File: src/design/text_to_integer_parser_core_assert.svh
// ---------------------------------------------------------------------------
// Assertion macros for the parser RTL
// Each macro samples on clock and is switched off while reset is high.
// ---------------------------------------------------------------------------
`ifndef TEXT_TO_INTEGER_PARSER_CORE_ASSERT_SVH
`define TEXT_TO_INTEGER_PARSER_CORE_ASSERT_SVH

// Condition holds at every edge
`define TTIP_ASSERT_HOLDS(label, cond, msg) \
   label: assert property (@(posedge clock) disable iff (reset) (cond)) else $error(msg);

// Antecedent implies consequent in the same cycle
`define TTIP_ASSERT_IMPLIES(label, ante, cons, msg) \
   label: assert property (@(posedge clock) disable iff (reset) (ante) |-> (cons)) \
      else $error(msg);

// Antecedent implies consequent in the next cycle
`define TTIP_ASSERT_NEXT(label, ante, cons, msg) \
   label: assert property (@(posedge clock) disable iff (reset) (ante) |=> (cons)) \
      else $error(msg);

`endif

File: src/design/ttip_pkg.sv
`timescale 1ns / 1ps
// ---------------------------------------------------------------------------
// ttip_pkg
// Types, codes and constants of the text-to-integer parser.
// ---------------------------------------------------------------------------
package ttip_pkg;

   // Value range of the accumulator (signed range of VALUE_BITS bits)
   localparam int VALUE_BITS = 64;
   localparam int ACC_W      = VALUE_BITS + 5;
   localparam logic [VALUE_BITS-1:0] RANGE_LIMIT = {1'b1, {(VALUE_BITS-1){1'b0}}};

   localparam int NUMBER_W = 64;
   localparam int BASE_W   = 5;
   localparam int STATUS_W = 2;
   localparam int CHAR_W   = 8;

   localparam logic [BASE_W-1:0] BASE_NONE = 5'd0;
   localparam logic [BASE_W-1:0] BASE_BIN  = 5'd2;
   localparam logic [BASE_W-1:0] BASE_OCT  = 5'd8;
   localparam logic [BASE_W-1:0] BASE_DEC  = 5'd10;
   localparam logic [BASE_W-1:0] BASE_HEX  = 5'd16;
   localparam logic [BASE_W-1:0] NO_DIGIT  = 5'd31;

   localparam logic [STATUS_W-1:0] STATUS_OK       = 2'd0;
   localparam logic [STATUS_W-1:0] STATUS_MISSING  = 2'd1;
   localparam logic [STATUS_W-1:0] STATUS_BAD_BASE = 2'd2;
   localparam logic [STATUS_W-1:0] STATUS_INVALID  = 2'd3;

   // Queue between classifier and executor
   localparam int QUEUE_DEPTH = 4;
   localparam int QUEUE_PTR_W = $clog2(QUEUE_DEPTH);
   localparam int QUEUE_CNT_W = $clog2(QUEUE_DEPTH + 1);

   // Register port
   localparam int CSR_ADDR_W = 3;
   localparam int CSR_DATA_W = 32;
   localparam logic CSR_IDX_FORCED_BASE = 1'b0;

   typedef enum logic [2:0] {
      CLS_NONE,
      CLS_WS,
      CLS_UNDER,
      CLS_PLUS,
      CLS_MINUS,
      CLS_OTHER
   } char_class_type;

   typedef struct packed {
      logic              has_char;
      logic [CHAR_W-1:0] char_code;
      logic              last;
   } req_payload_type;

   typedef struct packed {
      logic signed [NUMBER_W-1:0] number;
      logic [BASE_W-1:0]          base_used;
      logic [STATUS_W-1:0]        status;
   } rsp_payload_type;

   typedef struct packed {
      char_class_type    cls;
      logic              is_zero;
      logic [BASE_W-1:0] digit;
      logic [BASE_W-1:0] prefix_base;
      logic              last;
   } ttip_item_type;

endpackage

File: src/design/ttip_front.sv
`timescale 1ns / 1ps
// ---------------------------------------------------------------------------
// ttip_front
// Accepts characters and classifies them into queue entries.
// ---------------------------------------------------------------------------
module ttip_front import ttip_pkg::*; (
   input  logic            req_valid,
   input  req_payload_type req_payload,
   output logic            req_ready,
   input  logic            q_full,
   output logic            q_push,
   output ttip_item_type   q_item
);

   function automatic logic [BASE_W-1:0] digit_value(input logic [CHAR_W-1:0] c);
      logic [BASE_W-1:0] d;
      d = NO_DIGIT;
      if (c >= "0" && c <= "9") d = BASE_W'(c - "0");
      else if (c >= "a" && c <= "f") d = BASE_W'(c - "a" + 8'd10);
      else if (c >= "A" && c <= "F") d = BASE_W'(c - "A" + 8'd10);
      return d;
   endfunction

   function automatic logic [BASE_W-1:0] prefix_base(input logic [CHAR_W-1:0] c);
      logic [BASE_W-1:0] b;
      b = BASE_NONE;
      if (c == "x" || c == "X") b = BASE_HEX;
      else if (c == "b" || c == "B") b = BASE_BIN;
      else if (c == "o" || c == "O") b = BASE_OCT;
      return b;
   endfunction

   logic [CHAR_W-1:0] c;

   assign c         = req_payload.char_code;
   assign req_ready = !q_full;
   assign q_push    = req_valid && !q_full;

   always_comb begin
      q_item.last        = req_payload.last;
      q_item.is_zero     = (c == "0");
      q_item.digit       = digit_value(c);
      q_item.prefix_base = prefix_base(c);
      // spaces and empty items leave the state alone
      if (!req_payload.has_char || c == " ") q_item.cls = CLS_NONE;
      else if (c >= 8'd9 && c <= 8'd13) q_item.cls = CLS_WS;
      else if (c == "_") q_item.cls = CLS_UNDER;
      else if (c == "+") q_item.cls = CLS_PLUS;
      else if (c == "-") q_item.cls = CLS_MINUS;
      else q_item.cls = CLS_OTHER;
   end

endmodule

File: src/design/ttip_queue.sv
`timescale 1ns / 1ps
// ---------------------------------------------------------------------------
// ttip_queue
// Short FIFO of classified characters between front and back.
// ---------------------------------------------------------------------------
module ttip_queue import ttip_pkg::*; (
   input  logic          clock,
   input  logic          reset,
   input  logic          push,
   input  ttip_item_type push_item,
   output logic          full,
   input  logic          pop,
   output ttip_item_type pop_item,
   output logic          not_empty
);

   ttip_item_type             entry_ff [QUEUE_DEPTH];
   logic [QUEUE_PTR_W-1:0]    wr_ptr_ff, wr_ptr_in;
   logic [QUEUE_PTR_W-1:0]    rd_ptr_ff, rd_ptr_in;
   logic [QUEUE_CNT_W-1:0]    count_ff, count_in;

   assign full      = (count_ff == QUEUE_CNT_W'(QUEUE_DEPTH));
   assign not_empty = (count_ff != '0);
   assign pop_item  = entry_ff[rd_ptr_ff];

   always_comb begin
      wr_ptr_in = push ? wr_ptr_ff + 1'b1 : wr_ptr_ff;
      rd_ptr_in = pop  ? rd_ptr_ff + 1'b1 : rd_ptr_ff;
      count_in  = count_ff;
      if (push && !pop) count_in = count_ff + 1'b1;
      else if (pop && !push) count_in = count_ff - 1'b1;
   end

   always_ff @(posedge clock) begin
      if (reset) begin
         wr_ptr_ff <= '0;
         rd_ptr_ff <= '0;
         count_ff  <= '0;
      end else begin
         wr_ptr_ff <= wr_ptr_in;
         rd_ptr_ff <= rd_ptr_in;
         count_ff  <= count_in;
      end
      if (push) entry_ff[wr_ptr_ff] <= push_item;
   end

endmodule

File: src/design/ttip_exec.sv
`timescale 1ns / 1ps
`include "text_to_integer_parser_core_assert.svh"
// ---------------------------------------------------------------------------
// ttip_exec
// Parse state machine, result snapshot and output register.
// ---------------------------------------------------------------------------
module ttip_exec import ttip_pkg::*; (
   input  logic              clock,
   input  logic              reset,
   input  logic [BASE_W-1:0] forced_base,
   input  logic              q_valid,
   input  ttip_item_type     q_item,
   output logic              q_pop,
   output logic              rsp_valid,
   output rsp_payload_type   rsp_payload,
   input  logic              rsp_ready
);

   typedef enum logic [2:0] {
      PH_START,
      PH_SIGNED,
      PH_ZERO,
      PH_PREFIXED,
      PH_DIGITS,
      PH_TRAIL
   } phase_type;

   typedef struct packed {
      logic                  neg;
      logic [VALUE_BITS-1:0] mag;
      logic                  ovf;
      logic [BASE_W-1:0]     base;
      logic                  digit_seen;
      logic                  content_seen;
      logic                  bad;
   } snap_type;

   phase_type             phase_ff, phase_in, cons_phase;
   logic                  neg_ff, neg_in, cons_neg;
   logic [VALUE_BITS-1:0] mag_ff, mag_in, cons_mag;
   logic                  ovf_ff, ovf_in, cons_ovf;
   logic [BASE_W-1:0]     active_ff, active_in, cons_active;
   logic                  digit_ff, digit_in, cons_digit;
   logic                  content_ff, content_in, cons_content;
   logic                  bad_ff, bad_in, cons_bad;

   snap_type              snap_ff, snap_in;
   logic                  snap_valid_ff, snap_valid_in;
   rsp_payload_type       out_ff, out_in, fin;
   logic                  out_valid_ff, out_valid_in;

   logic [BASE_W-1:0]     eff_base, step_base;
   logic [ACC_W-1:0]      mag_ext, scaled, acc;
   logic                  out_take, snap_free, end_text;
   logic [VALUE_BITS-1:0] signed_val;
   logic                  fits, base_ok;
   logic                  state_clear, out_ok, out_failed, out_base_ok;

   assign out_take  = !out_valid_ff || rsp_ready;
   assign snap_free = !snap_valid_ff || out_take;
   assign q_pop     = q_valid && (!q_item.last || snap_free);
   assign end_text  = q_pop && q_item.last;

   assign eff_base  = (forced_base != BASE_NONE) ? forced_base : active_ff;
   assign step_base = (eff_base == BASE_NONE) ? BASE_DEC : eff_base;
   assign mag_ext   = ACC_W'(mag_ff);

   // magnitude * base + digit; unsupported bases end in a status that hides it
   always_comb begin
      case (step_base)
         BASE_BIN: scaled = mag_ext << 1;
         BASE_OCT: scaled = mag_ext << 3;
         BASE_HEX: scaled = mag_ext << 4;
         BASE_DEC: scaled = (mag_ext << 3) + (mag_ext << 1);
         default:  scaled = mag_ext << 1;
      endcase
      acc = scaled + ACC_W'(q_item.digit);
   end

   // one character against the current state
   always_comb begin
      cons_phase   = phase_ff;
      cons_neg     = neg_ff;
      cons_mag     = mag_ff;
      cons_ovf     = ovf_ff;
      cons_active  = active_ff;
      cons_digit   = digit_ff;
      cons_content = content_ff;
      cons_bad     = bad_ff;
      case (q_item.cls)
         CLS_NONE: begin
         end
         CLS_WS: begin
            if (content_ff) cons_phase = PH_TRAIL;
         end
         default: begin
            cons_content = 1'b1;
            if (phase_ff == PH_TRAIL) begin
               cons_bad = 1'b1;
            end else if (q_item.cls == CLS_UNDER) begin
               cons_bad = bad_ff;
            end else if (q_item.cls == CLS_PLUS || q_item.cls == CLS_MINUS) begin
               if (phase_ff == PH_START) begin
                  cons_neg   = (q_item.cls == CLS_MINUS);
                  cons_phase = PH_SIGNED;
               end else begin
                  cons_bad = 1'b1;
               end
            end else if (phase_ff == PH_ZERO && q_item.prefix_base != BASE_NONE &&
                         (eff_base == BASE_NONE || eff_base == q_item.prefix_base)) begin
               if (forced_base == BASE_NONE) cons_active = q_item.prefix_base;
               cons_phase = PH_PREFIXED;
               cons_digit = 1'b0;
            end else if ((phase_ff == PH_START || phase_ff == PH_SIGNED) && q_item.is_zero) begin
               cons_phase = PH_ZERO;
               cons_digit = 1'b1;
            end else begin
               if (eff_base == BASE_NONE) cons_active = BASE_DEC;
               if (q_item.digit >= step_base) begin
                  cons_bad = 1'b1;
               end else begin
                  if (acc > ACC_W'(RANGE_LIMIT)) cons_ovf = 1'b1;
                  else cons_mag = acc[VALUE_BITS-1:0];
                  cons_digit = 1'b1;
                  cons_phase = PH_DIGITS;
               end
            end
         end
      endcase
   end

   always_comb begin
      phase_in   = phase_ff;
      neg_in     = neg_ff;
      mag_in     = mag_ff;
      ovf_in     = ovf_ff;
      active_in  = active_ff;
      digit_in   = digit_ff;
      content_in = content_ff;
      bad_in     = bad_ff;
      if (end_text) begin
         phase_in   = PH_START;
         neg_in     = 1'b0;
         mag_in     = '0;
         ovf_in     = 1'b0;
         active_in  = BASE_NONE;
         digit_in   = 1'b0;
         content_in = 1'b0;
         bad_in     = 1'b0;
      end else if (q_pop) begin
         phase_in   = cons_phase;
         neg_in     = cons_neg;
         mag_in     = cons_mag;
         ovf_in     = cons_ovf;
         active_in  = cons_active;
         digit_in   = cons_digit;
         content_in = cons_content;
         bad_in     = cons_bad;
      end
   end

   // capture the finished text
   always_comb begin
      snap_in       = snap_ff;
      snap_valid_in = snap_valid_ff && !out_take;
      if (end_text) begin
         snap_valid_in        = 1'b1;
         snap_in.neg          = cons_neg;
         snap_in.mag          = cons_mag;
         snap_in.ovf          = cons_ovf;
         snap_in.digit_seen   = cons_digit;
         snap_in.content_seen = cons_content;
         snap_in.bad          = cons_bad;
         if (forced_base != BASE_NONE) snap_in.base = forced_base;
         else if (cons_active == BASE_NONE) snap_in.base = BASE_DEC;
         else snap_in.base = cons_active;
      end
   end

   // status and signed value from the snapshot
   always_comb begin
      fits       = !(snap_ff.mag == RANGE_LIMIT && !snap_ff.neg);
      base_ok    = (snap_ff.base == BASE_BIN) || (snap_ff.base == BASE_OCT) ||
                   (snap_ff.base == BASE_DEC) || (snap_ff.base == BASE_HEX);
      signed_val = snap_ff.neg ? (~snap_ff.mag + 1'b1) : snap_ff.mag;
      fin.base_used = snap_ff.base;
      fin.number    = '0;
      if (!snap_ff.content_seen) begin
         fin.status = STATUS_MISSING;
      end else if (!base_ok) begin
         fin.status = STATUS_BAD_BASE;
      end else if (snap_ff.bad || !snap_ff.digit_seen || snap_ff.ovf || !fits) begin
         fin.status = STATUS_INVALID;
      end else begin
         fin.status = STATUS_OK;
         fin.number = NUMBER_W'($signed(signed_val));
      end
      out_in       = (snap_valid_ff && out_take) ? fin : out_ff;
      out_valid_in = (snap_valid_ff && out_take) ? 1'b1 : (out_valid_ff && !rsp_ready);
   end

   always_ff @(posedge clock) begin
      if (reset) begin
         phase_ff      <= PH_START;
         neg_ff        <= 1'b0;
         mag_ff        <= '0;
         ovf_ff        <= 1'b0;
         active_ff     <= BASE_NONE;
         digit_ff      <= 1'b0;
         content_ff    <= 1'b0;
         bad_ff        <= 1'b0;
         snap_valid_ff <= 1'b0;
         out_valid_ff  <= 1'b0;
      end else begin
         phase_ff      <= phase_in;
         neg_ff        <= neg_in;
         mag_ff        <= mag_in;
         ovf_ff        <= ovf_in;
         active_ff     <= active_in;
         digit_ff      <= digit_in;
         content_ff    <= content_in;
         bad_ff        <= bad_in;
         snap_valid_ff <= snap_valid_in;
         out_valid_ff  <= out_valid_in;
      end
      snap_ff <= snap_in;
      out_ff  <= out_in;
   end

   assign rsp_valid   = out_valid_ff;
   assign rsp_payload = out_ff;

   assign state_clear = (phase_ff == PH_START) && !content_ff && (mag_ff == '0);
   assign out_ok      = out_valid_ff && (out_ff.status == STATUS_OK);
   assign out_failed  = out_valid_ff && (out_ff.status != STATUS_OK);
   assign out_base_ok = (out_ff.base_used == BASE_BIN) || (out_ff.base_used == BASE_OCT) ||
                        (out_ff.base_used == BASE_DEC) || (out_ff.base_used == BASE_HEX);

   `TTIP_ASSERT_HOLDS(a_mag_in_range, mag_ff <= RANGE_LIMIT, "magnitude above range limit")
   `TTIP_ASSERT_NEXT(a_clear_after_last, end_text, state_clear, "state not cleared after text end")
   `TTIP_ASSERT_IMPLIES(a_ok_base, out_ok, out_base_ok, "ok result with unsupported base")
   `TTIP_ASSERT_IMPLIES(a_zero_unless_ok, out_failed, out_ff.number == '0, "nonzero failed value")

endmodule

File: src/design/text_to_integer_parser_core.sv
`timescale 1ns / 1ps
// ---------------------------------------------------------------------------
// text_to_integer_parser_core
// Parses a character stream into a signed 64-bit value with base detection.
// ---------------------------------------------------------------------------
//  Channel   Direction  Handshake               Carries
//  req_      in         req_valid / req_ready   one character or end marker
//  rsp_      out        rsp_valid / rsp_ready   value, base and status
//  csr_      in         APB write/read          forced_base
//
//  One character per cycle while the queue has room; the executor step
//  (shift-add and range compare) sets the rate.
//  A four-entry queue lets input keep flowing while the output stalls; only an
//  end-of-text item waits for the result snapshot to free up.
//  Reset is synchronous and clears all parse state and the queue.
// ---------------------------------------------------------------------------
module text_to_integer_parser_core import ttip_pkg::*; (
   input  logic                  clock,
   input  logic                  reset,
   input  logic                  req_valid,
   output logic                  req_ready,
   input  req_payload_type       req_payload,
   output logic                  rsp_valid,
   input  logic                  rsp_ready,
   output rsp_payload_type       rsp_payload,
   input  logic                  csr_psel,
   input  logic                  csr_penable,
   input  logic                  csr_pwrite,
   input  logic [CSR_ADDR_W-1:0] csr_paddr,
   input  logic [CSR_DATA_W-1:0] csr_pwdata,
   output logic [CSR_DATA_W-1:0] csr_prdata,
   output logic                  csr_pready
);

   logic [BASE_W-1:0] forced_base_ff, forced_base_in;
   logic              csr_write;
   logic              q_push, q_full, q_pop, q_valid;
   ttip_item_type     push_item, pop_item;

   assign csr_pready = 1'b1;
   assign csr_write  = csr_psel && csr_penable && csr_pwrite && csr_pready;

   always_comb begin
      forced_base_in = forced_base_ff;
      if (csr_write && csr_paddr[2] == CSR_IDX_FORCED_BASE) begin
         forced_base_in = csr_pwdata[BASE_W-1:0];
      end
      csr_prdata = (csr_paddr[2] == CSR_IDX_FORCED_BASE) ?
                   CSR_DATA_W'(forced_base_ff) : '0;
   end

   always_ff @(posedge clock) begin
      if (reset) begin
         forced_base_ff <= BASE_NONE;
      end else begin
         forced_base_ff <= forced_base_in;
      end
   end

   ttip_front u_front (
      .req_valid   (req_valid),
      .req_payload (req_payload),
      .req_ready   (req_ready),
      .q_full      (q_full),
      .q_push      (q_push),
      .q_item      (push_item)
   );

   ttip_queue u_queue (
      .clock     (clock),
      .reset     (reset),
      .push      (q_push),
      .push_item (push_item),
      .full      (q_full),
      .pop       (q_pop),
      .pop_item  (pop_item),
      .not_empty (q_valid)
   );

   ttip_exec u_exec (
      .clock       (clock),
      .reset       (reset),
      .forced_base (forced_base_ff),
      .q_valid     (q_valid),
      .q_item      (pop_item),
      .q_pop       (q_pop),
      .rsp_valid   (rsp_valid),
      .rsp_payload (rsp_payload),
      .rsp_ready   (rsp_ready)
   );

endmodule
File: config.mk
export PLATFORM = sky130hd
export DESIGN_NAME = text_to_integer_parser_core
export DESIGN_NICKNAME = d
export VERILOG_FILES = /design/src/design/ttip_pkg.sv /design/src/design/ttip_front.sv /design/src/design/ttip_queue.sv /design/src/design/ttip_exec.sv /design/src/design/text_to_integer_parser_core.sv
export VERILOG_INCLUDE_DIRS = /design/src /design/src/design
export SDC_FILE = /design/constraint.sdc
export NUM_CORES = 1
export LEC_CHECK = 0
export CAP_MARGIN = 20
export CORE_ASPECT_RATIO = 0.5
export CORE_MARGIN = 2
export CORE_UTILIZATION = 31
export DETAILED_ROUTE_END_ITERATION = 8
export DONT_BUFFER_PORTS = 1
export HOLD_SLACK_MARGIN = 0.05
export PLACE_DENSITY = 0.46
export SYNTH_ARGS = -nofsm -noshare
export SYNTH_HDL_FRONTEND = slang
export SYNTH_SLANG_ARGS = --single-unit
File: constraint.sdc
create_clock -name clock -period 16 [get_ports clock]
set_clock_uncertainty 0.05 [all_clocks]
set_input_delay 2.4 -clock clock [delete_from_list [all_inputs] [get_ports clock]]
set_output_delay 2.4 -clock clock [all_outputs]
set_load 0.01 [all_outputs]
==> results of run 1 <==
==> how the worst max path moves through the flow <==
stage,startpoint,end,depth (start not counted)
global placement,forced_base_ff[3]$_SDFFE_PP0P_,u_exec.snap_ff[17]$_DFFE_PP_,25
global route,forced_base_ff[3]$_SDFFE_PP0P_,u_exec.snap_ff[30]$_DFFE_PP_,25
detailed placement,forced_base_ff[3]$_SDFFE_PP0P_,u_exec.snap_ff[14]$_DFFE_PP_,25
CTS,forced_base_ff[3]$_SDFFE_PP0P_,u_exec.snap_ff[30]$_DFFE_PP_,25
floorplan,forced_base_ff[0]$_SDFFE_PP0P_,u_exec.snap_ff[15]$_DFFE_PP_,30
finish,forced_base_ff[3]$_SDFFE_PP0P_,u_exec.snap_ff[17]$_DFFE_PP_,25
==> cell usage in the layout, fill, tap and decap left out, types with 18 or more instances in the layout <==
master	synthesis	routed
or3_1	44	43
edfxtp_1	197	197
nand2_1	273	272
a211oi_1	30	30
xnor2_1	53	53
ha_1	82	82
conb_1	2	28
mux2_4	34	34
nand4_1	61	61
clkbuf_16	0	27
inv_1	77	76
o211ai_1	22	22
a31oi_1	23	23
a21o_1	24	24
buf_4	34	20
nand3_1	67	66
nor4_1	20	20
mux2i_1	92	92
and3_1	35	35
and2_1	18	18
a221oi_1	19	19
dfxtp_1	93	93
o31ai_1	34	34
xor2_1	91	91
nor2_1	213	212
or4_1	20	20
a21oi_1	169	169
nand2b_1	29	29
nor3_1	44	44
o21a_1	36	35
o21ai_0	144	144
==> cell type report <==
| cell class | instances | area, um2 |
|---|---|---|
| Inverter | 77 | 289 |
| Timing Repair Buffer | 22 | 185 |
| Multi-Input combinational cell | 2028 | 13800 |
| Clock inverter | 21 | 310 |
| Fill cell | 7503 | 47300 |
| Tap cell | 958 | 1200 |
| Clock buffer | 29 | 683 |
| Sequential cell | 290 | 7780 |
==> sequential cells by signal, indices dropped and copies added (netlist names), named ones only <==
name and count:
u_exec.rsp_payload 71, u_exec.active_ff 5, u_exec.fin 5, u_exec.bad_ff 1
u_exec.phase_ff 3, u_queue.entry_ff 52, u_queue.rd_ptr_ff 2, u_exec.digit_ff 1
u_exec.snap_ff 69, u_exec.neg_ff 1, u_queue.wr_ptr_ff 2, u_exec.snap_valid_ff 1
u_exec.ovf_ff 1, u_queue.count_ff 3, u_exec.rsp_valid 1, forced_base_ff 5
u_exec.mag_ff 64, u_exec.content_ff 1
==> where the power goes <==
| group | leakage [nW] | switching, mW | internal [mW] | total, mW |
|---|---|---|---|---|
| registers | 2.62 | 0.135 | 0.995 | 1.13 |
| clock network | 0.480 | 0.311 | 0.428 | 0.739 |
| logic | 5.79 | 1.04 | 0.546 | 1.59 |
| total | 8.90 | 1.49 | 1.97 | 3.46 |
==> cell usage after synthesis, types with 20 or more instances <==
| cell type | number | share of area (%) |
|---|---|---|
| or4_1 | 20 | 0.67 |
| xor2_1 | 91 | 3.5 |
| nor2_1 | 213 | 3.5 |
| mux2i_1 | 92 | 4.1 |
| inv_1 | 77 | 1.3 |
| nand2_1 | 273 | 4.5 |
| edfxtp_1 | 197 | 26 |
| ha_1 | 82 | 4.5 |
| a31oi_1 | 23 | 0.64 |
| a21o_1 | 24 | 0.80 |
| buf_4 | 34 | 1.1 |
| nand2b_1 | 29 | 0.80 |
| o31ai_1 | 34 | 1.1 |
| a21oi_1 | 169 | 3.8 |
| nand3_1 | 67 | 1.5 |
| nand4_1 | 61 | 1.7 |
| and3_1 | 35 | 0.97 |
| o211ai_1 | 22 | 0.73 |
| or3_1 | 44 | 1.2 |
| xnor2_1 | 53 | 2.1 |
| nor4_1 | 20 | 0.55 |
| o21a_1 | 36 | 1.2 |
| buf_2 | 35 | 0.78 |
| mux2_4 | 34 | 2.3 |
| dfxtp_1 | 93 | 8.3 |
| a211oi_1 | 30 | 1.0 |
| o21ai_0 | 144 | 3.2 |
| clkbuf_1 | 89 | 1.5 |
| nor3_1 | 44 | 0.98 |
==> per-layer routing <==
metal	global-route usage, %	part of all wire, %
met1	25.4	47
met2	29.3	46
met4	3.43	1.7
met5	0	0
met3	2.75	5.3
==> through the flow <==
step,hold slack (ps),utilization [%],power [mW],setup WS [ps]
finish,401,33.9,3.46,6100
global route,421,33.9,3.69,5650
CTS,402,33.8,3.48,6360
detailed placement,385,32.4,2.73,6390
global placement,389,32.4,2.72,6380
floorplan,369,-,2.30,9370
==> cells by family (layout without fill, tap and decap cells) <==
family          after synthesis  in the layout  synth area share [%]
xor+xnor                    146            146                  5.74
compound gates              689            689                  20.7
fa+ha+maj                    85             85                  4.82
flops                       290            290                  34.5
other cells                   2             28                0.0333
simple gates                937            937                  21.3
mux                         143            143                  7.80
buf+inv                     248            149                  5.09
==> qor.yml, run 1 <==
clocking:
  cts_sinks: 290
  cts_tree: "built"
  cts_max_level: 1
  ctsHoldBuffers: 0
  numCtsBuffers: 27
  clk_path_buf_depth: 3
  insertion_delay_ps: 590
  post_cts_resized: 0
  cts_root_buf: "clkbuf_16"
  path_clk_slew_ps: 70
  post-cts-setup-buffers: 0
placement:
  placed_cells: 3373
  dp_hpwl_um: 53600
  io_buffers: 0
  place_area_um2: 23200
  place_congestion: 0.904
power_and_ir_drop:
  peakVddDrop_uv: 85.3
  powerDensity_nw_per_um2: 143
  p_leak_nw: 8.90
setup_path:
  ff2ff_path_depth: 25
  crit_required_ps: 16280
  worstPathArrival_ps: 10170
  cp_max_fo: 45
  r2r-start: "forced_base_ff[3]$_SDFFE_PP0P_"
  crit_family: "simple AND/OR/NAND/NOR gates"
  critPathBufInv: 3
  r2r-end: "u_exec.snap_ff[17]$_DFFE_PP_"
  crit_path_start_kind: "flop"
  cp-end-kind: "flop"
  worstSetupPathType: "reg -> reg"
  r2r_slack_ps: 6100
  cp_slowest_cell: "a21o_1"
  max_stage_delay_ps: 840
timing:
  slew_violations: 0
  finalCriticalPeriod_ps: 9900
  tns_ps: 0
  fin_crit_sh_pct: 61.9
  rsz0062_at_grt: "false"
  worst_slew_pin_slew_ps: 971
  finalHoldViolCount: 0
  setup_viol: 0
  fmax_mhz: 101
  relSlewSlack_pct: 34.6
min_path:
  hp-start: "u_exec.fin[2]$_DFFE_PP_"
  min_path_type: "reg -> reg"
  holdPathEnd: "u_exec.rsp_payload[2]$_DFFE_PP_"
  hold_depth: 0
global_routing:
  grt_max_degree: 93
  grt_first_pass_wirelength_um: 107000
  grt_usage_pct: 18.0
  first_global_vias: 18100
  antenna_found_initial: 1
  gr-total-overflow: 0
detailed_routing:
  vias: 19233
  ant_nets: 0
  drt_iter0_markers: 1598
  drcViolationCount: 0
  drt-wirelength-per-cell_um: 20.6
  firstDrtPassIters: 6
  routed_wl_um: 70500
  vias_per_cell: 5.62
synthesis:
  synthCells: 2540
  synthDistinctLibCells: 107
  async_reset_ff_share_pct: 0
  yosys_most_used_dff: "edfxtp_1"
  yosys_warnings: 0
  postSynthAreaPerCell_um2: 8.88
  synth-edff-count: 197
  synth_seq_cells: 290
  synth_area_um2: 22500
  synth-seq-area-share_pct: 34.5
floorplan:
  core_area_um2: 71500
  die_area_um2: 75000
  die_h_um: 195
  start_util_pct: 31.5
  io_pins: 158
  dieWidth_um: 385
  row_count: 69
final_layout:
  final_layout_size_suffix_gt1_share_pct: 7.74
  num_antenna_cells: 0
  syn2layout_area_growth_pct: 7.39
  design_area_um2: 24200
  nNetsFinal: 2583
  finalNonFillerCells: 3425
status:
  status: "completed"
run:
  drv_cap: 0
(Power assumes the default switching activity.)
==> run 2, diff against run 1 <==
==> constraint.sdc (replaced) <==
create_clock -name clock -period 9.4 [get_ports clock]
set_clock_uncertainty 0.05 [all_clocks]
set_input_delay 1.41 -clock clock [delete_from_list [all_inputs] [get_ports clock]]
set_output_delay 1.41 -clock clock [all_outputs]
set_load 0.01 [all_outputs]
==> qor.yml, run 2 (synthesis results as in run 1) <==
timing:
  fmax_mhz: 114
  worst_slack_ps: 648
  finalHoldViolCount: 0
  tns_ps: 0
  rsz0062_at_grt: "false"
  relSlewSlack_pct: 28.1
  setup_viol: 0
  worst_slew_pin_slew_ps: 1080
  slew_violations: 0
  finalCriticalPeriod_ps: 8750
  hold_ws_ps: 408
  fin_crit_sh_pct: 93.1
placement:
  dp_hpwl_um: 54100
  io_buffers: 0
  place_congestion: 0.937
  place_ws_ps: 997
final_layout:
  nNetsFinal: 2594
  largest_reg_flops: 71
  final_layout_size_suffix_gt1_share_pct: 7.99
  layout_common_cells: "nand2_1 (272), nor2_1 (212), edfxtp_1 (197)"
  final_util_pct: 33.8
  syn2layout_area_growth_pct: 7.09
  layout_commonest_cell: "nand2_1"
  num_antenna_cells: 0
setup_path:
  cp_max_fo: 47
  worstSetupPathType: "reg -> reg"
  cp-end-kind: "flop"
  crit_required_ps: 9650
  worstSetupStartpoint: "u_exec.mag_ff[2]$_SDFFE_PP0P_"
  crit_path_start_kind: "flop"
  worstPathArrival_ps: 9000
  r2r-start: "u_exec.mag_ff[2]$_SDFFE_PP0P_"
  r2r_slack_ps: 650
clocking:
  cts_tree: "built"
  path_clk_slew_ps: 70
  cts_sinks: 290
  numCtsBuffers: 26
  ctsHoldBuffers: 0
  post-cts-setup-buffers: 0
  insertion_delay_ps: 580
  post_cts_resized: 0
  cts_max_level: 1
  clk_path_buf_depth: 3
  cts_root_buf: "clkbuf_16"
floorplan:
  start_util_pct: 31.5
  die_area_um2: 75000
  io_pins: 158
  row_count: 69
  die_h_um: 195
  core_area_um2: 71500
  dieWidth_um: 385
power_and_ir_drop:
  p_leak_nw: 8.89
  peakVddDrop_uv: 173
  powerDensity_nw_per_um2: 238
global_routing:
  gr-total-overflow: 0
  grt_usage_pct: 18.2
  grt_max_degree: 106
  grt_first_pass_wirelength_um: 108000
  antenna_found_initial: 1
  first_global_vias: 18136
detailed_routing:
  drt-wirelength-per-cell_um: 20.5
  vias: 19181
  routed_wl_um: 70600
  drt_iter0_markers: 1750
  drcViolationCount: 0
  vias_per_cell: 5.58
  ant_nets: 0
  firstDrtPassIters: 6
min_path:
  min_path_type: "reg -> reg"
  hp-start: "u_exec.fin[2]$_DFFE_PP_"
status:
  status: "completed"
run:
  drv_cap: 0
-- run 2: cell count changes in the layout (fill, tap and decap cells not counted), sizes merged --
cell      change
buf          +12
clkinvlp      -1
clkbuf        +5
bufinv        -6
inv           -3
clkinv        +3
-- run 2: final cells by class --
cell class | instances | area (um2)
fillers | 7495 | 47300
repair buffers | 34 | 280
clock inverters | 14 | 110
flip-flops and latches | 290 | 7780
multi-input cells | 2028 | 13800
inverters | 77 | 289
well taps | 958 | 1200
clock buffers | 34 | 721
-- run 2: metrics by stage --
stage          instances  power, mW  instance area (um2)
2_1_floorplan       2566       3.91                22600
3_3_place_gp        3386       4.66                23300
3_5_place_dp        3386       4.68                23300
4_1_cts             3434       5.78                24100
5_1_grt             3435       6.12                24100
6_report            3435       5.74                24100
-- run 2: worst paths after layout --
check	endpoint	cells after the start
max reg2reg	u_exec.snap_ff[60]$_DFFE_PP_	20
min	u_exec.rsp_payload[2]$_DFFE_PP_	0
min reg2reg	u_exec.rsp_payload[2]$_DFFE_PP_	0
max	u_exec.snap_ff[60]$_DFFE_PP_	20
-- run 2: per-layer routing --
metal	up-vias	track usage (%)	part of all wire (%)
met5	-	0	0
met4	0	4.32	2.3
met3	85	2.58	4.5
met2	435	29.6	46
met1	9299	25.5	47
li1	9362	-	-
-- run 2: worst max-delay path, stage by stage, from the launching register on --
cell	delay [ps]
dfxtp_1	500
ha_1	290
inv_1	80
fa_1	400
nand2b_1	210
a21o_1	240
a2111oi_2	730
o21ai_0	530
nor4b_1	300
nor3_2	320
nand3_1	180
or4_4	590
nor3_2	670
nand4_1	200
xnor2_1	220
or4_1	570
nor4_1	390
a21o_1	720
nand3_4	490
buf_12	370
mux2_4	340
-- run 2: report_power, final --
part | leakage, nW | total [mW] | internal, mW | switching [mW]
sequential | 2.62 | 1.92 | 1.69 | 0.226
clock | 0.407 | 1.09 | 0.572 | 0.513
combinational | 5.86 | 2.73 | 0.948 | 1.78
==> run 3, diff against run 2 <==
--- a/config.mk
+++ b/config.mk
@@ -9,11 +9,11 @@
 export CAP_MARGIN = 20
 export CORE_ASPECT_RATIO = 0.5
 export CORE_MARGIN = 2
-export CORE_UTILIZATION = 31
+export CORE_UTILIZATION = 35
 export DETAILED_ROUTE_END_ITERATION = 8
 export DONT_BUFFER_PORTS = 1
 export HOLD_SLACK_MARGIN = 0.05
-export PLACE_DENSITY = 0.46
+export PLACE_DENSITY = 0.5
 export SYNTH_ARGS = -nofsm -noshare
 export SYNTH_HDL_FRONTEND = slang
 export SYNTH_SLANG_ARGS = --single-unit
==> qor.yml, run 3 (synthesis results as in run 1) <==
clocking:
  ctsHoldBuffers: 0
  numCtsBuffers: 27
  post_cts_resized: 0
  path_clk_slew_ps: 60
  insertion_delay_ps: 570
  cts_root_buf: "clkbuf_16"
  post-cts-setup-buffers: 0
  clk_path_buf_depth: 3
  cts_max_level: 1
  cts_tree: "built"
  cts_sinks: 290
setup_path:
  r2r-start: "forced_base_ff[3]$_SDFFE_PP0P_"
  cp_slowest_cell: "or4_1"
  crit_required_ps: 9650
  r2r-end: "u_exec.snap_ff[64]$_DFFE_PP_"
  worstSetupStartpoint: "forced_base_ff[3]$_SDFFE_PP0P_"
  worstPathArrival_ps: 8650
  critPathBufInv: 3
  cpMostUsedCell: "and3_1"
  r2r_slack_ps: 1000
  crit_family: "simple AND/OR/NAND/NOR gates"
  ff2ff_path_depth: 25
  worstSetupPathType: "reg -> reg"
  cp_max_fo: 47
  cp-end-kind: "flop"
  max_stage_delay_ps: 600
  crit_path_start_kind: "flop"
power_and_ir_drop:
  sw_frac_of_total_pct: 43.8
  power_switching_mw: 2.49
  pwr-share-clk_pct: 18.4
  powerDensity_nw_per_um2: 237
  peakVddDrop_uv: 190
  power_frac_comb_pct: 47.7
  power_frac_seq_pct: 33.9
  internal-power_mw: 3.19
  p_total_mw: 5.68
  p_leak_nw: 8.84
detailed_routing:
  firstDrtPassIters: 6
  drcViolationCount: 0
  vias_per_cell: 5.80
  ant_nets: 0
  routed_wl_um: 68200
  drt_iter0_markers: 1516
  vias: 19195
  drt-wirelength-per-cell_um: 20.6
floorplan:
  start_util_pct: 35.6
  io_pins: 158
  die_area_um2: 66600
  core_area_um2: 63400
  dieWidth_um: 363
  row_count: 65
  die_h_um: 183
final_layout:
  syn2layout_area_growth_pct: 6.09
  layout_common_cells: "nand2_1 (272), nor2_1 (212), edfxtp_1 (197)"
  nNetsFinal: 2590
  final_util_pct: 37.8
  layout_commonest_cell: "nand2_1"
  final_layout_size_suffix_gt1_share_pct: 7.52
  largest_reg_flops: 71
global_routing:
  grt_first_pass_wirelength_um: 106000
  first_global_vias: 18097
  antenna_found_initial: 3
  gr-total-overflow: 0
  grt_usage_pct: 20.0
  grt_max_degree: 99
timing:
  slew_violations: 0
  tns_ps: 0
  fin_crit_sh_pct: 89.4
  worst_slack_ps: 997
  rsz0062_at_grt: "false"
  fmax_mhz: 119
  finalCriticalPeriod_ps: 8400
  relSlewSlack_pct: 33.4
  worst_slew_pin_slew_ps: 999
  finalHoldViolCount: 0
  setup_viol: 0
min_path:
  hp-start: "u_exec.fin[2]$_DFFE_PP_"
  holdPathEnd: "u_exec.rsp_payload[2]$_DFFE_PP_"
  hold_depth: 0
  min_path_type: "reg -> reg"
placement:
  place_ws_ps: 1160
  dp_hpwl_um: 52000
  io_buffers: 0
  place_congestion: 0.907
status:
  status: "completed"
run:
  drv_cap: 0
## run 3: worst max path at each step
stage	endpoint	cells past startpoint
global route	u_exec.snap_ff[64]$_DFFE_PP_	25
CTS	u_exec.snap_ff[49]$_DFFE_PP_	25
detailed placement	u_exec.snap_ff[49]$_DFFE_PP_	25
floorplan	u_exec.snap_ff[15]$_DFFE_PP_	30
finish	u_exec.snap_ff[64]$_DFFE_PP_	25
global placement	u_exec.snap_ff[49]$_DFFE_PP_	25
## run 3: power by group through the flow
stage               clock, mW  sequential, mW  combinational (mW)
finish                   1.05            1.92                2.71
global route             1.13            1.96                2.97
CTS                      1.08            1.93                2.70
detailed placement          0            1.96                2.69
global placement            0            1.95                2.67
floorplan                   0            1.89                2.03
## run 3: per-layer routing
metal	share of wire [%]	routed length, um	GRT usage, %
met1	47	31700	27.6
met2	47	32200	34.0
met4	1.9	1300	3.62
met3	4.3	2960	2.44
met5	0.018	12	0
## run 3: final cells by class
| type | instances | area, um2 |
|---|---|---|
| Clock inverter | 12 | 83.8 |
| Fill cell | 6456 | 39400 |
| Tap cell | 837 | 1050 |
| Inverter | 77 | 289 |
| Antenna cell | 1 | 2.50 |
| Sequential cell | 290 | 7780 |
| Timing Repair Buffer | 29 | 243 |
| Clock buffer | 36 | 709 |
| Multi-Input combinational cell | 2028 | 13800 |
## run 3: per-stage QoR
step | cells | area (um2) | hold slack, ps
finish | 3310 | 23900 | 392
global route | 3309 | 23900 | 412
CTS | 3308 | 23900 | 395
detailed placement | 3260 | 23100 | 379
global placement | 3260 | 23100 | 381
floorplan | 2566 | 22600 | 369
